**src/rtl/gpq_pkg.sv**
```systemverilog
// ----------------------------------------------------------------------------
// gpq_pkg
// Shared sizes, register indexes, the queue item type and the per-poll
// arithmetic of the gamepad input qualifier.
// ----------------------------------------------------------------------------
package gpq_pkg;

   localparam int PLAYERS      = 4;
   localparam int BUTTON_COUNT = 16;
   localparam int COUNT_WIDTH  = 16;

   localparam int PLAYER_IDX_W = (PLAYERS > 1) ? $clog2(PLAYERS) : 1;
   localparam int BTN_IDX_W    = (BUTTON_COUNT > 1) ? $clog2(BUTTON_COUNT) : 1;

   // stream and register port sizes
   localparam int REQ_DATA_W  = 104;
   localparam int REQ_USER_W  = 3;
   localparam int RSP_DATA_W  = 80;
   localparam int CSR_INDEX_W = 1;
   localparam int CSR_DATA_W  = 16;

   localparam logic [CSR_INDEX_W-1:0] CSR_TRIGGER_THRESHOLD = 1'd0;
   localparam logic [CSR_INDEX_W-1:0] CSR_FLICK_DELTA       = 1'd1;

   localparam logic [7:0]  THRESHOLD_RESET = 8'd100;
   localparam logic [15:0] FLICK_RESET     = 16'd16384;

   localparam int QUEUE_DEPTH = 2;
   localparam int QUEUE_PTR_W = (QUEUE_DEPTH > 1) ? $clog2(QUEUE_DEPTH) : 1;
   localparam int QUEUE_CNT_W = $clog2(QUEUE_DEPTH + 1);

   typedef logic [COUNT_WIDTH-1:0] count_type;

   localparam count_type COUNT_MAX = '1;

   // one classified poll word, as it waits between front and back
   typedef struct packed {
      logic                    player_ok;
      logic [PLAYER_IDX_W-1:0] player_idx;
      logic                    poll_ok;
      logic [15:0]             buttons;
      logic [7:0]              left_trigger;
      logic [7:0]              right_trigger;
      logic signed [15:0]      left_x;
      logic signed [15:0]      left_y;
      logic signed [15:0]      right_x;
      logic signed [15:0]      right_y;
      logic                    button_ok;
      logic [BTN_IDX_W-1:0]    button_idx;
   } item_type;

   // clamp a hold counter to the 16-bit result field
   function automatic logic [15:0] report_count(input count_type cnt);
      logic [15:0] res;
      if ((cnt >> 16) != '0) begin
         res = 16'hFFFF;
      end else begin
         res = 16'(cnt);
      end
      return res;
   endfunction

   // rise of one trigger beyond the threshold since the last sample
   function automatic logic trigger_rise(input logic [7:0] cur, input logic [7:0] prv,
                                         input logic [7:0] thr);
      logic signed [9:0] diff;
      diff = signed'(10'(cur)) - signed'(10'(prv));
      return diff > signed'(10'(thr));
   endfunction

   // flick flags of one stick: bit0 right, bit1 left, bit2 up, bit3 down
   function automatic logic [3:0] flick_flags(input logic signed [15:0] px,
                                              input logic signed [15:0] nx,
                                              input logic signed [15:0] py,
                                              input logic signed [15:0] ny,
                                              input logic [15:0] delta);
      logic signed [17:0] dx;
      logic signed [17:0] dy;
      logic signed [17:0] d;
      logic [3:0]         f;
      dx   = 18'(nx) - 18'(px);
      dy   = 18'(ny) - 18'(py);
      d    = signed'({2'b00, delta});
      f[0] = (dx >= d)  && !px[15];
      f[1] = (dx <= -d) && (px[15] || (px == '0));
      f[2] = (dy >= d)  && !py[15];
      f[3] = (dy <= -d) && (py[15] || (py == '0));
      return f;
   endfunction

endpackage

```
**src/rtl/gpq_front.sv**
```systemverilog
// ----------------------------------------------------------------------------
// gpq_front
// Unpack a poll word, range-check player and report button, and push the
// classified item into the queue.
// ----------------------------------------------------------------------------
module gpq_front (
   input  logic                          req_tvalid,
   output logic                          req_tready,
   input  logic [gpq_pkg::REQ_DATA_W-1:0] req_tdata,
   input  logic [gpq_pkg::REQ_USER_W-1:0] req_tuser,
   output logic                          push,
   output gpq_pkg::item_type             push_item,
   input  logic                          queue_ready
);
   import gpq_pkg::*;

   logic [1:0] player;
   logic [3:0] report_btn;

   assign player     = req_tuser[1:0];
   assign report_btn = req_tdata[99:96];

   always_comb begin
      push_item.player_ok     = 32'(player) < 32'(PLAYERS);
      push_item.player_idx    = PLAYER_IDX_W'(player);
      push_item.poll_ok       = req_tuser[2];
      push_item.buttons       = req_tdata[15:0];
      push_item.left_trigger  = req_tdata[23:16];
      push_item.right_trigger = req_tdata[31:24];
      push_item.left_x        = req_tdata[47:32];
      push_item.left_y        = req_tdata[63:48];
      push_item.right_x       = req_tdata[79:64];
      push_item.right_y       = req_tdata[95:80];
      push_item.button_ok     = 32'(report_btn) < 32'(BUTTON_COUNT);
      push_item.button_idx    = BTN_IDX_W'(report_btn);
   end

   assign req_tready = queue_ready;
   assign push       = req_tvalid && queue_ready;

endmodule

```
**src/rtl/gpq_queue.sv**
```systemverilog
// ----------------------------------------------------------------------------
// gpq_queue
// Short first-in first-out queue of classified items between front and back.
// ----------------------------------------------------------------------------
module gpq_queue (
   input  logic              clock,
   input  logic              reset,
   input  logic              push,
   input  gpq_pkg::item_type push_item,
   output logic              push_ready,
   input  logic              pop,
   output gpq_pkg::item_type pop_item,
   output logic              pop_valid
);
   import gpq_pkg::*;

   item_type                entry_ff [QUEUE_DEPTH];
   logic [QUEUE_PTR_W-1:0]  wr_ptr_ff, wr_ptr_in;
   logic [QUEUE_PTR_W-1:0]  rd_ptr_ff, rd_ptr_in;
   logic [QUEUE_CNT_W-1:0]  count_ff, count_in;

   assign push_ready = count_ff != QUEUE_CNT_W'(QUEUE_DEPTH);
   assign pop_valid  = count_ff != '0;
   assign pop_item   = entry_ff[rd_ptr_ff];

   always_comb begin
      wr_ptr_in = wr_ptr_ff;
      rd_ptr_in = rd_ptr_ff;
      count_in  = count_ff;
      if (push) begin
         wr_ptr_in = (32'(wr_ptr_ff) == QUEUE_DEPTH - 1) ? '0 : wr_ptr_ff + 1'b1;
      end
      if (pop) begin
         rd_ptr_in = (32'(rd_ptr_ff) == QUEUE_DEPTH - 1) ? '0 : rd_ptr_ff + 1'b1;
      end
      case ({push, pop})
         2'b10:   count_in = count_ff + 1'b1;
         2'b01:   count_in = count_ff - 1'b1;
         default: count_in = count_ff;
      endcase
   end

   always_ff @(posedge clock) begin
      if (reset) begin
         wr_ptr_ff <= '0;
         rd_ptr_ff <= '0;
         count_ff  <= '0;
      end else begin
         wr_ptr_ff <= wr_ptr_in;
         rd_ptr_ff <= rd_ptr_in;
         count_ff  <= count_in;
      end
   end

   always_ff @(posedge clock) begin
      if (push) begin
         entry_ff[wr_ptr_ff] <= push_item;
      end
   end

endmodule

```
**src/rtl/gpq_back.sv**
```systemverilog
// ----------------------------------------------------------------------------
// gpq_back
// Per-player state, hold counters, edge and flag update, result register and
// configuration registers.
// ----------------------------------------------------------------------------
module gpq_back (
   input  logic                           clock,
   input  logic                           reset,
   input  logic                           item_valid,
   input  gpq_pkg::item_type              item,
   output logic                           pop,
   output logic                           rsp_tvalid,
   input  logic                           rsp_tready,
   output logic [gpq_pkg::RSP_DATA_W-1:0] rsp_tdata,
   input  logic                           csr_we,
   input  logic [gpq_pkg::CSR_INDEX_W-1:0] csr_index,
   input  logic [gpq_pkg::CSR_DATA_W-1:0]  csr_wdata
);
   import gpq_pkg::*;

   logic [7:0]  threshold_ff, threshold_in;
   logic [15:0] flick_delta_ff, flick_delta_in;

   logic [15:0] prev_buttons_ff  [PLAYERS];
   logic [15:0] prev_buttons_in  [PLAYERS];
   logic [15:0] prev_triggers_ff [PLAYERS];
   logic [15:0] prev_triggers_in [PLAYERS];
   logic [63:0] prev_axes_ff     [PLAYERS];
   logic [63:0] prev_axes_in     [PLAYERS];
   logic [31:0] edge_masks_ff    [PLAYERS];
   logic [31:0] edge_masks_in    [PLAYERS];
   logic [11:0] analog_flags_ff  [PLAYERS];
   logic [11:0] analog_flags_in  [PLAYERS];
   count_type   hold_ff          [PLAYERS][BUTTON_COUNT];
   count_type   hold_in          [PLAYERS][BUTTON_COUNT];

   logic                  rsp_valid_ff, rsp_valid_in;
   logic [RSP_DATA_W-1:0] rsp_data_ff, rsp_data_in;

   logic [15:0] old_buttons;
   logic [15:0] old_triggers;
   logic [63:0] old_axes;
   count_type   cnt_row [BUTTON_COUNT];
   logic [15:0] new_buttons;
   logic [31:0] new_edges;
   logic [11:0] new_flags;
   logic [3:0]  trig_bits;
   logic [15:0] hold_report;

   assign pop        = item_valid && (!rsp_valid_ff || rsp_tready);
   assign rsp_tvalid = rsp_valid_ff;
   assign rsp_tdata  = rsp_data_ff;

   always_comb begin
      threshold_in   = threshold_ff;
      flick_delta_in = flick_delta_ff;
      if (csr_we) begin
         case (csr_index)
            CSR_TRIGGER_THRESHOLD: threshold_in   = csr_wdata[7:0];
            CSR_FLICK_DELTA:       flick_delta_in = csr_wdata[15:0];
            default:               threshold_in   = threshold_ff;
         endcase
      end
   end

   always_comb begin
      old_buttons  = prev_buttons_ff[item.player_idx];
      old_triggers = prev_triggers_ff[item.player_idx];
      old_axes     = prev_axes_ff[item.player_idx];

      // counters follow the stored buttons, whatever the poll says
      for (int b = 0; b < BUTTON_COUNT; b++) begin
         if (old_buttons[b]) begin
            cnt_row[b] = (hold_ff[item.player_idx][b] == COUNT_MAX) ?
                         COUNT_MAX : hold_ff[item.player_idx][b] + 1'b1;
         end else begin
            cnt_row[b] = '0;
         end
      end

      trig_bits[0] = trigger_rise(item.right_trigger, old_triggers[7:0], threshold_ff);
      trig_bits[1] = trigger_rise(item.left_trigger, old_triggers[15:8], threshold_ff);
      trig_bits[2] = old_triggers[7:0] > threshold_ff;
      trig_bits[3] = old_triggers[15:8] > threshold_ff;

      if (item.poll_ok) begin
         new_buttons = item.buttons;
         new_edges   = {(old_buttons ^ item.buttons) & old_buttons,
                        (old_buttons ^ item.buttons) & item.buttons};
         new_flags   = {flick_flags(old_axes[47:32], item.right_x,
                                    old_axes[63:48], item.right_y, flick_delta_ff),
                        flick_flags(old_axes[15:0], item.left_x,
                                    old_axes[31:16], item.left_y, flick_delta_ff),
                        trig_bits};
      end else begin
         new_buttons = old_buttons;
         new_edges   = edge_masks_ff[item.player_idx];
         new_flags   = analog_flags_ff[item.player_idx];
      end

      hold_report = item.button_ok ? report_count(cnt_row[item.button_idx]) : '0;

      prev_buttons_in  = prev_buttons_ff;
      prev_triggers_in = prev_triggers_ff;
      prev_axes_in     = prev_axes_ff;
      edge_masks_in    = edge_masks_ff;
      analog_flags_in  = analog_flags_ff;
      hold_in          = hold_ff;
      if (pop && item.player_ok) begin
         hold_in[item.player_idx] = cnt_row;
         if (item.poll_ok) begin
            prev_buttons_in[item.player_idx]  = item.buttons;
            prev_triggers_in[item.player_idx] = {item.left_trigger, item.right_trigger};
            prev_axes_in[item.player_idx]     = {item.right_y, item.right_x,
                                                 item.left_y, item.left_x};
            edge_masks_in[item.player_idx]    = new_edges;
            analog_flags_in[item.player_idx]  = new_flags;
         end
      end

      // result word: pressed, press, release, hold count, flags from bit 0 up
      if (item.player_ok) begin
         rsp_data_in = {4'b0000, new_flags, hold_report, new_edges, new_buttons};
      end else begin
         rsp_data_in = '0;
      end

      if (pop) begin
         rsp_valid_in = 1'b1;
      end else if (rsp_tready) begin
         rsp_valid_in = 1'b0;
      end else begin
         rsp_valid_in = rsp_valid_ff;
      end
   end

   always_ff @(posedge clock) begin
      if (reset) begin
         threshold_ff   <= THRESHOLD_RESET;
         flick_delta_ff <= FLICK_RESET;
         rsp_valid_ff   <= 1'b0;
         for (int p = 0; p < PLAYERS; p++) begin
            prev_buttons_ff[p]  <= '0;
            prev_triggers_ff[p] <= '0;
            prev_axes_ff[p]     <= '0;
            edge_masks_ff[p]    <= '0;
            analog_flags_ff[p]  <= '0;
            for (int b = 0; b < BUTTON_COUNT; b++) begin
               hold_ff[p][b] <= '0;
            end
         end
      end else begin
         threshold_ff     <= threshold_in;
         flick_delta_ff   <= flick_delta_in;
         rsp_valid_ff     <= rsp_valid_in;
         prev_buttons_ff  <= prev_buttons_in;
         prev_triggers_ff <= prev_triggers_in;
         prev_axes_ff     <= prev_axes_in;
         edge_masks_ff    <= edge_masks_in;
         analog_flags_ff  <= analog_flags_in;
         hold_ff          <= hold_in;
      end
   end

   always_ff @(posedge clock) begin
      if (pop) begin
         rsp_data_ff <= rsp_data_in;
      end
   end

endmodule

```
**src/rtl/gamepad_input_qualifier_top.sv**
```systemverilog
// ----------------------------------------------------------------------------
// gamepad_input_qualifier_top
// Per-player button edge detector with hold counters, trigger and stick
// flick flags, one result word for every poll word.
// ----------------------------------------------------------------------------
//
//   channel  direction  handshake              payload
//   req_     in         req_tvalid/req_tready  req_tdata 104b, req_tuser 3b
//   rsp_     out        rsp_tvalid/rsp_tready  rsp_tdata 80b
//   csr_     in         csr_we (no wait)       csr_index 1b, csr_wdata 16b
//
// One poll word per cycle is sustained while rsp_tready stays high; an
// accepted word is first written into the queue, then the back pops it and
// moves its state update into the result register behind rsp_tvalid. The
// per-player state is read and written when the back pops a word, so
// consecutive polls of the same player see each other's update.
// A two-word queue between front and back absorbs up to two words while a
// result waits on rsp_tready; after that req_tready drops until the back pops
// again. Reset is synchronous: it clears all player state, sets the registers
// to their defaults and empties the queue.
//
module gamepad_input_qualifier_top (
   input  logic                           clock,
   input  logic                           reset,
   input  logic                           req_tvalid,
   output logic                           req_tready,
   // buttons, left_trigger, right_trigger, left_x, left_y, right_x, right_y,
   // report_button, zero pad
   input  logic [gpq_pkg::REQ_DATA_W-1:0] req_tdata,
   // player, poll_ok
   input  logic [gpq_pkg::REQ_USER_W-1:0] req_tuser,
   output logic                           rsp_tvalid,
   input  logic                           rsp_tready,
   // pressed_mask, press_edges, release_edges, hold_count, trigger_edges,
   // trigger_presses, left_flicks, right_flicks, zero pad
   output logic [gpq_pkg::RSP_DATA_W-1:0] rsp_tdata,
   input  logic                           csr_we,
   input  logic [gpq_pkg::CSR_INDEX_W-1:0] csr_index,
   input  logic [gpq_pkg::CSR_DATA_W-1:0]  csr_wdata
);
   import gpq_pkg::*;

   logic     push;
   logic     push_ready;
   item_type push_item;
   logic     pop;
   logic     pop_valid;
   item_type pop_item;

   // classify the poll word and push it
   gpq_front u_front (
      .req_tvalid  (req_tvalid),
      .req_tready  (req_tready),
      .req_tdata   (req_tdata),
      .req_tuser   (req_tuser),
      .push        (push),
      .push_item   (push_item),
      .queue_ready (push_ready)
   );

   // hold classified words until the back is free
   gpq_queue u_queue (
      .clock      (clock),
      .reset      (reset),
      .push       (push),
      .push_item  (push_item),
      .push_ready (push_ready),
      .pop        (pop),
      .pop_item   (pop_item),
      .pop_valid  (pop_valid)
   );

   // advance player state and register the result word
   gpq_back u_back (
      .clock      (clock),
      .reset      (reset),
      .item_valid (pop_valid),
      .item       (pop_item),
      .pop        (pop),
      .rsp_tvalid (rsp_tvalid),
      .rsp_tready (rsp_tready),
      .rsp_tdata  (rsp_tdata),
      .csr_we     (csr_we),
      .csr_index  (csr_index),
      .csr_wdata  (csr_wdata)
   );

endmodule

```
**config.mk**
```make
export PLATFORM = sky130hd
export DESIGN_NAME = gamepad_input_qualifier_top
export DESIGN_NICKNAME = d
export VERILOG_FILES = /design/src/rtl/gpq_pkg.sv /design/src/rtl/gpq_front.sv /design/src/rtl/gpq_queue.sv /design/src/rtl/gpq_back.sv /design/src/rtl/gamepad_input_qualifier_top.sv
export SDC_FILE = /design/constraint.sdc
export NUM_CORES = 2
export LEC_CHECK = 0
export BUFFER_PORTS_ARGS = -buffer_cell sky130_fd_sc_hd__buf_2
export CORE_UTILIZATION = 57
export CTS_CLUSTER_DIAMETER = 150
export CTS_CLUSTER_SIZE = 10
export DETAILED_ROUTE_END_ITERATION = 6
export PLACE_DENSITY = 0.79
export SLEW_MARGIN = 20
export SYNTH_ARGS = -nofsm -noshare
export SYNTH_HDL_FRONTEND = slang
export SYNTH_SLANG_ARGS = --single-unit
export TNS_END_PERCENT = 10
```
**constraint.sdc**
```tcl
create_clock -name clock -period 5.91 [get_ports clock]
set_input_delay 0.2955 -clock clock [delete_from_list [all_inputs] [get_ports clock]]
set_output_delay 0.2955 -clock clock [all_outputs]
set_load 0.005 [all_outputs]
```
==> out/qor.txt <==
Final Hold Fails: 0
Syn-to-layout area delta: 10.5%
CP Buf/Inv Count: 2
Register area share after synthesis: 44.0%
R2R Path End: u_back.analog_flags_ff[29]
Setup Fix Bufs, Post-CTS: 0
Worst Path Max Fanout: 21
Final Cycle Share: 95.1%
Global-route congestion overflow total: 0
Top Family by Delay on Critical Path: compound AO/OA/AOI/OAI gates
Die Width: 405 um
RSZ-0062 raised after global routing: true
Peak supply drop: 0.383 mV
Max Clock Skew: 79.4 ps
Final Slew Violations: 0
Kind of end point of the critical path: flop
Final Non-Filler Cells: 12.8k
CP peak stage delay: 550 ps
R2R depth: 20
Post-synthesis cell count: 10.5k
Top_reg_cell synth: dfxtp_1
Nets: 10.9k
CTS Buf Count: 207
Top cells by area, synth: dfxtp_1, nand2_1, mux4_2
Fin util: 63.6%
Die Height: 405 um
Yosys cell types: 110
#FFs+latches synth: 1896
Slew @ Worst Pin: 1340 ps
Setup crit start kind: flop
Setup crit end: u_back.analog_flags_ff[29]
Critical path required time: 6680 ps
Final min period: 5620 ps
R2R setup slack: 290 ps
Power Density: 419 nW/um2
Yosys warns: 0
WL/cell: 22.2 um
I/O pin total: 211
Leakage dissipation: 34.2 nW
Hold Path Class: in2reg
All-Layer GR Usage: 33.6%
Number of global-route vias before repair: 78.0k
Mapped Area: 92700 um2
Vias per cell: 6.36
Failing checks: DRC
Worst-path clk slew: 60 ps
Max Buffers Root-to-Sink: 3
# DRC: 1
Placed Instances: 12.3k
Final setup fails: 0
Post-synth EDFFs: 282
Crit path max-delay cell type: mux4_2
Deepest level of the CTS H-tree: 4
Maximum clock frequency: 178 MHz
Critical path depth: 20
Starting density of the core: 57.6%
Die ar.: 164000 um2
Antenna violations before repair: 14
DP Worst Slack: 245 ps
First-pass DRT Iterations: 7
First-pass GRT wire length: 437000 um
Worst-path cell chain: mux2_8 > buf_4 > mux4_2 > inv_1 > ha_1 > o21a_1 > o31ai_1 > a21oi_1 > o21a_1 > o311a_1 > o41a_1 > a41oi_1 > xnor2_1 > ha_1 > a21o_1 > a2111oi_1 > o21ai_1 > a32o_1 > or3_1 > o21ai_1
Core Rows: 147
DP Wirelength: 178000 um
Largest net degree at the start of global routing: 244
Top cell type's share of synthesized area: 34.9%
IO Port Bufs: 202
Initial drt markers: 10.2k
Gpl congestion: 0.947
Wirelength, routed: 283000 um
Antenna Nets Post-Route: 0
Slew headroom: 10.3%
Status: finished with violations
Setup Crit Path Kind: reg2reg
Clk Latency, worst-skew pair: 900 ps
CTS tree: done
Sink Count: 1896
CTS Root Cell: clkbuf_16
Layout cell share with drive strength beyond 1: 11.0%
Max-capacitance violation count: 0
Cell taking the most area after synthesis: dfxtp_1
Async set or reset register ratio after synthesis: 0%
Worst EP arrival: 6390 ps
Worst setup margin: 291 ps
Mapped Avg Cell Area: 8.84 um2
DR vias: 81.2k
Core region area: 161000 um2
==> what timing repair did <==
action                                  CTS  global route
hold endpoints to repair                273             0
hold buffers                            127             0
endpoints found under the setup margin    0             9
resized for setup                         0             7
==> layer usage <==
layer / GRT usage [%] / part of all wire, % / wire length, um / up-vias
li1: - / - / - / 36613
met1: 43.4 / 38 / 109000 / 39051
met2: 52.7 / 45 / 129000 / 4617
met3: 7.79 / 11 / 31300 / 904
met4: 16.9 / 5.0 / 14100 / 10
met5: 1.10 / 0.10 / 294 / -
==> Yosys cell counts, types with 15 or more instances <==
cell type,n
a211oi_1,404
a21o_1,70
a21oi_1,1502
a22oi_1,15
a31oi_1,40
and2_1,40
and3_1,31
and4_1,17
buf_1,42
buf_2,165
buf_4,41
buf_6,37
clkbuf_1,436
dfxtp_1,1614
edfxtp_1,282
ha_1,259
inv_1,242
mux2_2,35
mux2i_1,201
mux4_2,384
nand2_1,2807
nand2b_1,27
nand3_1,135
nand3b_1,18
nand4_1,78
nor2_1,688
nor2b_1,42
nor3_1,77
nor3b_1,23
nor4_1,36
o211ai_1,21
o21a_1,52
o21ai_0,94
o21ai_1,29
or3_1,31
xnor2_1,117
xor2_1,78
==> cell families after synthesis <==
| logic type | share of synthesized area [%] |
|---|---|
| adders and majority gates | 3.65 |
| buffers and inverters | 4.81 |
| AOI/OAI and AO/OA | 15.4 |
| muxes | 12.0 |
| other | 0.00405 |
| xor gates and xnor gates | 1.84 |
| DFF | 44.0 |
| and+or+nand+nor | 18.3 |
==> cell type report <==
cell class | instances | area [um2]
antenna | 8 | 20.0
clock buffer | 285 | 5540
clock inverter | 13 | 318
fill | 12527 | 58600
inverter | 246 | 926
multi-input combinational | 7616 | 47700
sequential | 1896 | 40800
tap | 2160 | 2700
timing repair buffer | 544 | 4370
==> worst min path at each step <==
stage | depth (start not counted) | from | to
3_3_place_gp | 2 | u_back.hold_ff[463] | u_back.hold_ff[463]
5_1_grt | 2 | req_tdata[78] | u_queue.entry_ff[0][34]
2_1_floorplan | 0 | req_tdata[96] | u_queue.entry_ff[0][0]
6_report | 2 | req_tdata[5] | u_queue.entry_ff[1][89]
3_5_place_dp | 2 | u_back.hold_ff[833] | u_back.hold_ff[833]
4_1_cts | 2 | req_tdata[26] | u_queue.entry_ff[1][70]
==> stage by stage <==
step           setup TNS [ps]  total power [W]  area, um2  hold slack [ps]
6_report                    0           0.0429     102000              151
5_1_grt                 -14.1           0.0446     102000              126
4_1_cts                     0           0.0424     102000             92.7
3_5_place_dp                0           0.0308      95200              443
3_3_place_gp                0           0.0303      95200              438
2_1_floorplan               0           0.0258      92700              394
==> power breakdown <==
group | internal, W | switching, W
Clock | 0.00646 | 0.00523
Sequential | 0.0143 | 0.000539
Combinational | 0.00538 | 0.0110
==> registers in the layout (all words and copies together), names as in the netlist, named ones only <==
register / flops
u_queue.rd_ptr_ff: 1
u_back.hold_ff: 1024
u_back.prev_triggers_ff: 64
u_back.rsp_tdata: 76
u_back.prev_axes_ff: 256
u_queue.entry_ff: 206
u_back.edge_masks_ff: 128
u_back.rsp_tvalid: 1
u_queue.wr_ptr_ff: 1
u_back.threshold_ff: 8
u_back.flick_delta_ff: 16
u_back.prev_buttons_ff: 64
u_queue.count_ff: 2
u_back.analog_flags_ff: 48
==> worst register-to-register path: stages (launching register included) <==
cell,delay [ps]
dfxtp_4,390
mux2_8,460
buf_4,270
mux4_2,550
inv_1,70
ha_1,260
o21a_1,160
o31ai_1,220
a21oi_1,80
o21a_1,200
o311a_1,320
o41a_1,360
a41oi_1,310
xnor2_1,150
ha_1,200
a21o_1,170
a2111oi_1,360
o21ai_1,130
a32o_1,280
or3_1,390
o21ai_1,180
==> cells in the final DEF, fill, tap and decap left out, drive strengths merged, types with 14 or more instances in the layout <==
cell,count
xor2,78
a31o,15
nand4,81
nand2b,29
mux2i,202
o21a,52
mux4,384
a221oi,14
nor2,689
or3,32
nor3b,23
nor4,42
and2,40
a21oi,1511
buf,417
nand3,137
a211oi,404
o211ai,21
a31oi,43
nor2b,42
inv,246
a21o,70
nor3,81
clkbuf,285
o21bai,14
o21ai,124
a22oi,15
xnor2,117
dfxtp,1614
edfxtp,282
nand3b,18
nand2,2809
and3,31
ha,259
mux2,39
and4,17
dlygate4sd3,127
or2,17
Power figures use the tool's default switching activity.
